[config.mk]
export PLATFORM = sky130hd
export DESIGN_NAME = serial_image_loader_core
export DESIGN_NICKNAME = d
export VERILOG_FILES = /design/src/hdl/sil_pkg.sv /design/src/hdl/sil_apb_regs.sv /design/src/hdl/sil_engine.sv /design/src/hdl/serial_image_loader_core.sv
export SDC_FILE = /design/constraint.sdc
export NUM_CORES = 1
export LEC_CHECK = 0
export BUFFER_PORTS_ARGS = -buffer_cell sky130_fd_sc_hd__buf_2
export CAP_MARGIN = 15
export CORE_MARGIN = 2
export CORE_UTILIZATION = 50
export DETAILED_ROUTE_END_ITERATION = 6
export GPL_TIMING_DRIVEN = 0
export PLACE_DENSITY = 0.79
export RECOVER_POWER = 100
export SLEW_MARGIN = 20
export SYNTH_ARGS = -nofsm -noshare
export SYNTH_HDL_FRONTEND = slang
export SYNTH_HIERARCHICAL = 1
export SYNTH_SLANG_ARGS = --single-unit
export TNS_END_PERCENT = 10
[constraint.sdc]
create_clock -name clk -period 5.8 [get_ports clk]
set_clock_uncertainty 0.2 [all_clocks]
set_input_delay 0 -clock clk [delete_from_list [all_inputs] [get_ports clk]]
set_output_delay 0 -clock clk [all_outputs]
set_load 0.05 [all_outputs]
[src/hdl/sil_pkg.sv]
`default_nettype none

package sil_pkg;

	// Result codes carried on event_res.
	typedef enum logic [1:0] {
		EV_WRITE  = 2'd0,
		EV_ACCEPT = 2'd1,
		EV_REJECT = 2'd2
	} ev_t;

	// Register indexes, taken from paddr[2].
	localparam logic REG_LOAD_BASE = 1'b0;
	localparam logic REG_MAGIC     = 1'b1;

	localparam logic [31:0] RESET_LOAD_BASE = 32'h8200_0000;
	localparam logic [31:0] RESET_MAGIC     = 32'h544F_4F42;

	localparam int unsigned HDR_LAST = 7;

	// Configuration handed from the register block to the engine.
	typedef struct packed {
		logic [31:0] load_base;
		logic [31:0] expected_magic;
	} cfg_t;

endpackage

`default_nettype wire

[src/hdl/sil_apb_regs.sv]
`default_nettype none

module sil_apb_regs (
	input  wire logic        clk,
	input  wire logic        arst_n,
	input  wire logic        psel,
	input  wire logic        penable,
	input  wire logic        pwrite,
	input  wire logic [2:0]  paddr,
	input  wire logic [31:0] pwdata,
	output logic      [31:0] prdata,
	output logic             pready,
	output sil_pkg::cfg_t    cfg
);
	import sil_pkg::*;

	logic [31:0] load_base_q;
	logic [31:0] magic_q;
	logic        wr_en;

	// The low address bits are not decoded; the register is selected by paddr[2].
	assign pready = 1'b1;
	assign wr_en  = psel && penable && pwrite && pready;

	always_ff @(posedge clk or negedge arst_n) begin
		if (!arst_n) begin
			load_base_q <= RESET_LOAD_BASE;
			magic_q     <= RESET_MAGIC;
		end else if (wr_en) begin
			case (paddr[2])
				REG_LOAD_BASE: load_base_q <= pwdata;
				REG_MAGIC:     magic_q     <= pwdata;
				default:       load_base_q <= load_base_q;
			endcase
		end
	end

	assign prdata = (paddr[2] == REG_MAGIC) ? magic_q : load_base_q;

	assign cfg.load_base      = load_base_q;
	assign cfg.expected_magic = magic_q;

endmodule

`default_nettype wire

[src/hdl/sil_engine.sv]
`default_nettype none

module sil_engine (
	input  wire logic          clk,
	input  wire logic          arst_n,
	input  wire logic          byte_valid_s1,
	input  wire logic [7:0]    byte_s1,
	input  wire sil_pkg::cfg_t cfg,
	output logic               take,
	output logic               res_valid,
	input  wire logic          res_stall,
	output logic      [1:0]    event_res,
	output logic      [32:0]   write_address,
	output logic      [7:0]    write_data,
	output logic      [31:0]   image_size,
	output logic               transfer_done
);
	import sil_pkg::*;

	logic        phase_q;
	logic [2:0]  cnt_q;
	logic [55:0] hdr_q;
	logic [31:0] rem_q;
	logic [31:0] off_q;

	logic        res_valid_q;
	ev_t         ev_q;
	logic [32:0] addr_q;
	logic [7:0]  data_q;
	logic [31:0] size_q;
	logic        done_q;

	logic        out_free;
	logic        hdr_last;
	logic [31:0] magic_w;
	logic [31:0] size_w;
	logic        magic_ok;
	logic        pay_last;
	logic        produce;

	assign out_free = !res_valid_q || !res_stall;
	assign take     = byte_valid_s1 && out_free;

	assign hdr_last = (cnt_q == 3'(HDR_LAST));
	assign magic_w  = hdr_q[31:0];
	assign size_w   = {byte_s1, hdr_q[55:32]};
	assign magic_ok = (magic_w == cfg.expected_magic);
	assign pay_last = (rem_q <= 32'd1);
	assign produce  = phase_q || hdr_last;

	// Header and payload state.
	always_ff @(posedge clk or negedge arst_n) begin
		if (!arst_n) begin
			phase_q <= 1'b0;
			cnt_q   <= '0;
			rem_q   <= '0;
			off_q   <= '0;
		end else if (take) begin
			if (!phase_q) begin
				if (!hdr_last) begin
					cnt_q <= cnt_q + 3'd1;
				end else begin
					cnt_q <= '0;
					if (magic_ok && (size_w != 32'd0)) begin
						phase_q <= 1'b1;
						rem_q   <= size_w;
						off_q   <= '0;
					end
				end
			end else if (pay_last) begin
				phase_q <= 1'b0;
				rem_q   <= '0;
				off_q   <= '0;
			end else begin
				rem_q <= rem_q - 32'd1;
				off_q <= off_q + 32'd1;
			end
		end
	end

	// Every lane is written before the eighth byte reads it, so no clear is needed.
	always_ff @(posedge clk) begin
		if (take && !phase_q && !hdr_last) begin
			hdr_q[8*cnt_q +: 8] <= byte_s1;
		end
	end

	always_ff @(posedge clk or negedge arst_n) begin
		if (!arst_n) begin
			res_valid_q <= 1'b0;
		end else if (take && produce) begin
			res_valid_q <= 1'b1;
		end else if (!res_stall) begin
			res_valid_q <= 1'b0;
		end
	end

	always_ff @(posedge clk) begin
		if (take && produce) begin
			if (phase_q) begin
				ev_q   <= EV_WRITE;
				addr_q <= {1'b0, cfg.load_base} + {1'b0, off_q};
				data_q <= byte_s1;
				size_q <= '0;
				done_q <= pay_last;
			end else begin
				ev_q   <= magic_ok ? EV_ACCEPT : EV_REJECT;
				addr_q <= '0;
				data_q <= '0;
				size_q <= size_w;
				done_q <= magic_ok && (size_w == 32'd0);
			end
		end
	end

	assign res_valid     = res_valid_q;
	assign event_res     = ev_q;
	assign write_address = addr_q;
	assign write_data    = data_q;
	assign image_size    = size_q;
	assign transfer_done = done_q;

	a_payload_nonempty: assert property (@(posedge clk) disable iff (!arst_n)
		phase_q |-> (rem_q != 32'd0))
		else $error("payload phase with nothing left to receive");

	a_offset_idle: assert property (@(posedge clk) disable iff (!arst_n)
		!phase_q |-> (off_q == 32'd0))
		else $error("payload offset not cleared outside payload phase");

	a_phase_from_take: assert property (@(posedge clk) disable iff (!arst_n)
		$rose(phase_q) |-> ($past(take) && $past(hdr_last)))
		else $error("payload phase entered without an eighth header byte");

	a_reject_not_done: assert property (@(posedge clk) disable iff (!arst_n)
		(res_valid_q && (ev_q == EV_REJECT)) |-> !done_q)
		else $error("rejected header flagged as complete");

endmodule

`default_nettype wire

[src/hdl/serial_image_loader_core.sv]
`default_nettype none

// Serial image loader. Received bytes enter on the rx channel (rx_valid,
// rx_stall, rx_byte), one request per byte. The first eight bytes form a
// little-endian header: magic word, then image size. The eighth byte yields an
// accept or reject request on the result channel (res_valid, res_stall and the
// result fields); after an accept, each of the next image_size bytes yields one
// memory write request at load_base plus its offset, and the last one carries
// transfer_done. A zero size flags transfer_done on the accept itself.
// Registers load_base (address 0) and expected_magic (address 4) sit on the
// APB port; pready is always high.
// Timing: a byte is registered in the input stage at acceptance; its result is
// registered when the engine takes the byte from that stage. One byte is taken
// every cycle while the result side keeps up; the single result register sets
// that figure.
// Reset clears the header count, the payload phase and the registers to their
// defaults. When the receiver stalls, the result holds and the input stage
// holds its byte, so rx_stall rises while a byte is waiting.
module serial_image_loader_core (
	input  wire logic        clk,
	input  wire logic        arst_n,
	input  wire logic        psel,
	input  wire logic        penable,
	input  wire logic        pwrite,
	input  wire logic [2:0]  paddr,
	input  wire logic [31:0] pwdata,
	output logic      [31:0] prdata,
	output logic             pready,
	input  wire logic        rx_valid,
	output logic             rx_stall,
	input  wire logic [7:0]  rx_byte,
	output logic             res_valid,
	input  wire logic        res_stall,
	output logic      [1:0]  event_res,
	output logic      [32:0] write_address,
	output logic      [7:0]  write_data,
	output logic      [31:0] image_size,
	output logic             transfer_done
);
	import sil_pkg::*;

	cfg_t       cfg;
	logic       byte_valid_s1;
	logic [7:0] byte_s1;
	logic       take;
	logic       rx_take;

	sil_apb_regs u_regs (
		.clk     (clk),
		.arst_n  (arst_n),
		.psel    (psel),
		.penable (penable),
		.pwrite  (pwrite),
		.paddr   (paddr),
		.pwdata  (pwdata),
		.prdata  (prdata),
		.pready  (pready),
		.cfg     (cfg)
	);

	// The input stage stalls only while it holds a byte the engine cannot take.
	assign rx_stall = byte_valid_s1 && !take;
	assign rx_take  = rx_valid && !rx_stall;

	always_ff @(posedge clk or negedge arst_n) begin
		if (!arst_n) begin
			byte_valid_s1 <= 1'b0;
		end else if (rx_take) begin
			byte_valid_s1 <= 1'b1;
		end else if (take) begin
			byte_valid_s1 <= 1'b0;
		end
	end

	always_ff @(posedge clk) begin
		if (rx_take) begin
			byte_s1 <= rx_byte;
		end
	end

	sil_engine u_engine (
		.clk           (clk),
		.arst_n        (arst_n),
		.byte_valid_s1 (byte_valid_s1),
		.byte_s1       (byte_s1),
		.cfg           (cfg),
		.take          (take),
		.res_valid     (res_valid),
		.res_stall     (res_stall),
		.event_res     (event_res),
		.write_address (write_address),
		.write_data    (write_data),
		.image_size    (image_size),
		.transfer_done (transfer_done)
	);

endmodule

`default_nettype wire

==> results of run 1 <==
[per-stage QoR]
stage | std cells | worst slack (ns) | utilization
after global routing | 1833 | 1.27 | 0.607
after CTS | 1833 | 2.17 | 0.621
after floorplan | 1204 | 2.63 | -
after global placement | 1701 | 1.87 | 0.556
final | 1834 | 1.40 | 0.607
after detailed placement | 1704 | 2.20 | 0.559
[power breakdown]
part | internal (mW) | switching (mW)
combinational | 0.553 | 1.10
sequential | 2.42 | 0.271
clock | 1.05 | 0.763
total | 4.02 | 2.13
[kinds of logic after synthesis]
group / synth area share
flip-flops: 0.549
AND/OR/NAND/NOR: 0.159
other: 0.000272
multiplexers: 0.0886
adder cells (fa/ha/maj): 0.0368
buffers and inverters: 0.0243
AO/OA/AOI/OAI: 0.0974
XOR/XNOR: 0.0450
[cells in the final DEF (no fill, tap or decap), types with 20 or more instances in the layout]
| cell type | netlist | routed |
|---|---|---|
| a21oi_1 | 75 | 75 |
| nor3_1 | 23 | 23 |
| nor2b_1 | 44 | 44 |
| and2_0 | 0 | 46 |
| dfrtp_1 | 117 | 117 |
| inv_1 | 28 | 27 |
| mux2_1 | 2 | 29 |
| nor2_1 | 93 | 93 |
| and3_1 | 20 | 20 |
| xor2_1 | 20 | 20 |
| o21ai_0 | 97 | 100 |
| nand2_1 | 49 | 49 |
| buf_2 | 13 | 50 |
| edfxtp_1 | 140 | 140 |
| clkbuf_1 | 31 | 167 |
| and2_1 | 68 | 23 |
| nand3_1 | 20 | 20 |
| xnor2_1 | 51 | 51 |
| clkbuf_16 | 0 | 33 |
| dlygate4sd3_1 | 0 | 72 |
| nand4_1 | 20 | 21 |
| mux2_2 | 64 | 63 |
| ha_1 | 39 | 39 |
[final timing paths]
path	end	slack, ns	cells after the start
max	u_engine/image_size[4]	1.40	5
min	u_regs/load_base_q[9]	0.03	3
max reg2reg	u_engine/image_size[4]	1.40	5
min reg2reg	u_engine/rem_q[5]	0.31	2
max in group asynchronous	u_regs/magic_q[25]	2.74	4
min in group asynchronous	u_engine/rem_q[5]	1.03	4
[layout make-up]
type                            count  area, µm²  share of cell area
Sequential cell                   274       7580               0.462
Multi-Input combinational cell    853       5760               0.351
Timing Repair Buffer              232       1390              0.0850
Clock buffer                       45        881              0.0537
Tap cell                          341        427              0.0260
Buffer                             49        195              0.0119
Inverter                           28        106             0.00649
Clock inverter                     11       56.3             0.00343
Antenna cell                        1       2.50            0.000153
[sequential cells by signal, indices dropped and copies added (netlist names)]
name and cells:
u_engine/hdr_q 56, u_engine/write_address 33, u_engine/image_size 32, u_engine/off_q 32, u_engine/rem_q 32, u_regs/load_base_q 32, u_regs/magic_q 32, byte_s1 8
u_engine/write_data 8, u_engine/cnt_q 3, u_engine/event_res 2, byte_valid_s1 1, u_engine/phase_q 1, u_engine/res_valid 1, u_engine/transfer_done 1
[per-layer routing]
metal	share of wire	GRT usage	vias up	routed length [µm]
li1	-	-	4891	-
met1	0.41	0.336	5156	15200
met2	0.47	0.416	516	17600
met3	0.074	0.0342	96	2730
met4	0.042	0.106	0	1550
met5	0	0	-	0
[worst max-delay path, cell delays in order (launching register included)]
cell and delay (ns):
dfrtp_1 0.47, ha_1 0.24, ha_1 0.23, o21ai_0 0.53
clkinvlp_2 1.67, buf_12 0.72
[what timing repair did]
item | 4_1_cts | 5_1_grt
hold buffers | 73 | 0
setup buffers | 0 | 0
gates resized for setup | 0 | 0
hold endpoints to repair | 221 | 0
==> metrics.md, run 1 <==
| Metric | Value |
|---|---|
| Row count | `60` |
| CTS max path bufs | `3` |
| Effective utilization at floorplan | `0.511` |
| WP data required | `5.87 ns` |
| Status | `finished with violations` |
| RSZ-0062 raised after global routing | `false` |
| Count of input and output buffers | `156` |
| Syn avg cell area | `11.5 µm²` |
| Placed cell areas | `15,100 µm²` |
| Critical-path maximum fanout | `41` |
| Area of the mapped netlist | `13,800 µm²` |
| Cell variety after synth | `56` |
| GRT Residual Overflow | `0` |
| Via density | `5.81` |
| Final setup violating endpoints | `0` |
| Total Wirelength | `37,100 µm` |
| Routed wire length per instance | `20.2 µm` |
| I/O Pins | `161` |
| Crit Reg-Reg Startpoint | `u_engine/cnt_q[0]` |
| Max Clk Rate | `227 MHz` |
| Root Buffer Master | `clkbuf_16` |
| Min-Delay Startpoint | `pwdata[9]` |
| Core area | `27,000 µm²` |
| Die area | `29,000 µm²` |
| Final ANT Viol Nets | `0` |
| GP Congestion | `0.915` |
| Total CTS buffers | `30` |
| TritonCTS clock tree | `done` |
| Fin. max-slew vios | `172` |
| Yosys top cell by area | `edfxtp_1` |
| Power Total | `6.15 mW` |
| Fillcell total | `2,167` |
| Max VDD drop | `0.263 mV` |
| Die width | `170 µm` |
| Hold crit path type | `input pin to flip-flop` |
| Synth Instances | `1,204` |
| Register area share after synthesis | `0.549` |
| Final Hold Viols | `0` |
| Nets | `1,558` |
| Top-count cell post-synth | `edfxtp_1` |
| Tmin final | `4.40 ns` |
| Clk sinks | `274` |
| Area share of the largest cell type after synthesis | `0.304` |
| EDFF count, synth | `140` |
| P per Cell Area | `375 nW/µm²` |
| Iter 0 DRT Violations | `1,130` |
| Clk_lat worst skew | `0.55 ns` |
| Worst endpoint data arrival time | `4.46 ns` |
| First-pass GRT wire length | `56,400 µm` |
| Slew @ Worst Pin | `2.46 ns` |
| Initial antenna violation count | `1` |
| Share of cells above drive strength 1 | `0.128` |
| Critical path type | `flip-flop to flip-flop` |
| Setup TNS Final | `0 ns` |
| Count of warnings emitted by yosys | `6` |
| H-tree levels | `1` |
| Pleak | `6.53 nW` |
| Synth top cells by count | `140 x edfxtp_1, 117 x dfrtp_1, 97 x o21ai_0` |
| Pre-antenna DRT Iters | `7` |
| Area grow syn2layout | `18.7%` |
| Fin crit share | `0.758` |
| Fin area | `16,400 µm²` |
| Most used DFF post-synth | `edfxtp_1` |
| Drt drc | `0` |
| Failing checks | `max-capacitance violations, max-slew violations` |
| Die span in y | `170 µm` |
| GRT Util Overall | `0.252` |
| Worst slew margin relative to its limit | `-0.641` |
| Largest net degree at the start of global routing | `101` |
| MaxCap Viol Count | `4` |
| Area contributors post-synth | `edfxtp_1 30%, dfrtp_1 21%, mux2_2 5.2%` |
| WHS | `0.0280 ns` |
| Vias in the first global route | `10.2k` |
| Synthesized Nets | `1,294` |
| Worst Setup Start Kind | `flip-flop` |
| Crit end category | `flip-flop` |
| Register bit total from synthesis | `274` |
| Clk slew on worst S/H paths | `0.06 ns` |
| Asr flop ratio synth | `0.489` |
| Via count | `10.7k` |
| Post-detail-place hpwl | `26,000 µm` |
| Critical path startpoint | `u_engine/cnt_q[0]` |
No activity file was read; power rests on OpenSTA's default activity.
==> run 2: changes to the inputs <==
- PLACE_DENSITY: 0.79 -> 0.82
- clock period: 5.8 -> 3.65 ns (I/O delays scaled with it)
==> run 2 against run 1 <==
The run still ends with max-capacitance violations, max-slew violations left. Utilization rose by 0.34 points. Count of clock-buffer cells in the layout decreased by 3. First-iteration DRC count decreased by 4.1%. Final cell count fell by 0.27%. Combinational power up 62%. Cell area rose by 0.56%. Register-to-register slack got worse by 1.3 ns. Sequential power is 59% higher. Sequential share of layout area fell by 0.26 points. Critical path type unchanged. Critical endpoint is now u_engine/write_address[25]. Largest power group unchanged. Highest routed layer unchanged.
==> metrics.md, run 2 (synthesis results as in run 1) <==
| Metric | Value |
|---|---|
| Clk slew on worst S/H paths | `0.06 ns` |
| Post-detail-place hpwl | `26,500 µm` |
| Leading cell types in the layout, fill and taps excluded | `159 x clkbuf_1, 140 x edfxtp_1, 117 x dfrtp_1, 97 x o21ai_0, 93 x nor2_1` |
| Failing checks | `max-capacitance violations, max-slew violations` |
| Largest net degree at the start of global routing | `104` |
| Sequential Power Share | `0.429` |
| First-pass GRT wire length | `59,300 µm` |
| GRT Residual Overflow | `0` |
| MaxCap Viol Count | `3` |
| Via density | `5.99` |
| Critical-path maximum fanout | `5` |
| TritonCTS clock tree | `done` |
| Bufs and invs on worst path | `0` |
| Post-placement worst setup slack | `0.0730 ns` |
| WP data required | `3.74 ns` |
| CP delay by family, top | `compound AO/OA/AOI/OAI gates` |
| NetSw | `3.43 mW` |
| Met2 WL post-DR | `18,500 µm` |
| Via count | `11.0k` |
| Gate power share | `0.267` |
| Iter 0 DRT Violations | `1,084` |
| Die area | `29,000 µm²` |
| Fin area | `16,500 µm²` |
| Root Buffer Master | `clkbuf_16` |
| Worst path slowest cell | `a2111oi_4` |
| Clk_lat worst skew | `0.56 ns` |
| CP dominant cell by count | `a21o_1` |
| Final worst slack | `0.0688 ns` |
| Worst endpoint data arrival time | `3.67 ns` |
| Flop2flop setup slack | `0.07 ns` |
| Sw frac | `0.344` |
| GP Congestion | `0.935` |
| Fin crit share | `0.981` |
| Share of cells above drive strength 1 | `0.132` |
| Met1 wire length | `15,000 µm` |
| Pleak | `6.57 nW` |
| Clk sinks | `274` |
| Biggest register | `u_engine/hdr_q` |
| I/O Pins | `161` |
| H-tree levels | `1` |
| Final Hold Viols | `0` |
| CP Cell Sequence | `ha_1 > a21oi_1 > o211ai_1 > a21o_1 > a21o_1 > a2111oi_4 > o31ai_2 > a31oi_1 > o21ai_0 > mux2i_1` |
| Max VDD drop | `0.416 mV` |
| Total Wirelength | `39,300 µm` |
| Final ANT Viol Nets | `0` |
| Crit. path cell count | `10` |
| Setup TNS Final | `0 ns` |
| Ant. Diodes | `0` |
| Area grow syn2layout | `19.4%` |
| Vias in the first global route | `10.6k` |
| Metal3 WL | `3510 µm` |
| Core area | `27,000 µm²` |
| Hold Path Cell Cnt | `4` |
| Power Total | `9.98 mW` |
| GRT Util Overall | `0.268` |
| Status | `finished with violations` |
| Max Clk Rate | `279 MHz` |
| Uppermost layer routed | `met4` |
| Effective utilization at floorplan | `0.511` |
| Worst Reg-to-Reg Cells | `10` |
| Internal power | `6.55 mW` |
| Clock power share | `0.303` |
| Row count | `60` |
| Initial antenna violation count | `0` |
| RSZ-0062 raised after global routing | `false` |
| Final setup violating endpoints | `0` |
| Total CTS buffers | `28` |
| Hold crit path type | `input pin to flip-flop` |
| CP peak stage delay | `0.46 ns` |
| Placed cell areas | `15,100 µm²` |
| Fin. max-slew vios | `176` |
| Fillcell total | `2,127` |
| Crit end category | `flip-flop` |
| Routed wire length per instance | `21.5 µm` |
| Die width | `170 µm` |
| Worst slew margin relative to its limit | `-0.532` |
| Nets | `1,556` |
| Die span in y | `170 µm` |
| Slew @ Worst Pin | `2.30 ns` |
| Critical path type | `flip-flop to flip-flop` |
| WHS | `0.0257 ns` |
| P per Cell Area | `605 nW/µm²` |
| Count of input and output buffers | `156` |
| Largest register FFs | `56` |
| Tmin final | `3.58 ns` |
| CTS max path bufs | `3` |
| Pre-antenna DRT Iters | `6` |
| Worst Setup Start Kind | `flip-flop` |
| Commonest non-fill, non-tap cell in the layout | `clkbuf_1` |
| Drt drc | `0` |
## run 2: final timing paths
check                              startpoint                         end
max in group asynchronous              arst_n          u_engine/off_q[10]
min in group asynchronous              arst_n          u_engine/rem_q[27]
min                                 res_stall          u_engine/res_valid
max reg2reg                 u_engine/off_q[4]  u_engine/write_address[25]
max                         u_engine/off_q[4]  u_engine/write_address[25]
min reg2reg                u_engine/rem_q[20]          u_engine/rem_q[20]
## run 2: repair_timing
action / 4_1_cts / 5_1_grt
endpoints found under the setup margin: 0 / 7
resized for setup: 0 / 8
endpoints found under the hold margin: 221 / 0
setup buffers: 0 / 0
hold buffers: 74 / 0
## run 2: worst min-delay path: stages
cell and delay (ns):
dlygate4sd3_1 0.52, buf_2 0.10, nand2_1 0.06, nand2_1 0.06
## run 2: final cells by class
| type | instances | area [µm²] | share of cell area |
|---|---|---|---|
| plain buffers | 49 | 198 | 0.0120 |
| clock buffers | 42 | 855 | 0.0518 |
| clock inverters | 10 | 120 | 0.00729 |
| inverters | 28 | 105 | 0.00637 |
| multi-input cells | 853 | 5810 | 0.353 |
| flip-flops and latches | 274 | 7580 | 0.460 |
| well taps | 341 | 427 | 0.0259 |
| repair buffers | 232 | 1390 | 0.0844 |
## run 2: per-stage QoR
stage | util | std cells
global route | 0.610 | 1829
detailed placement | 0.558 | 1703
floorplan | - | 1204
finish | 0.610 | 1829
CTS | 0.622 | 1829
global placement | 0.556 | 1701
## run 2: metal layers
| metal | vias to the layer above | GRT usage |
|---|---|---|
| met4 | 0 | 0.145 |
| met2 | 614 | 0.436 |
| met1 | 5326 | 0.341 |
| met3 | 145 | 0.0521 |
| met5 | - | 0 |
| li1 | 4878 | - |
## run 2: power groups by stage
| stage | logic [mW] | registers (mW) | clock network, mW |
|---|---|---|---|
| after floorplan | 1.74 | 4.39 | 0 |
| after global placement | 2.50 | 4.29 | 0 |
| after detailed placement | 2.59 | 4.31 | 0 |
| after CTS | 2.72 | 4.26 | 3.04 |
| after global routing | 2.86 | 4.33 | 3.18 |
| final | 2.67 | 4.28 | 3.03 |
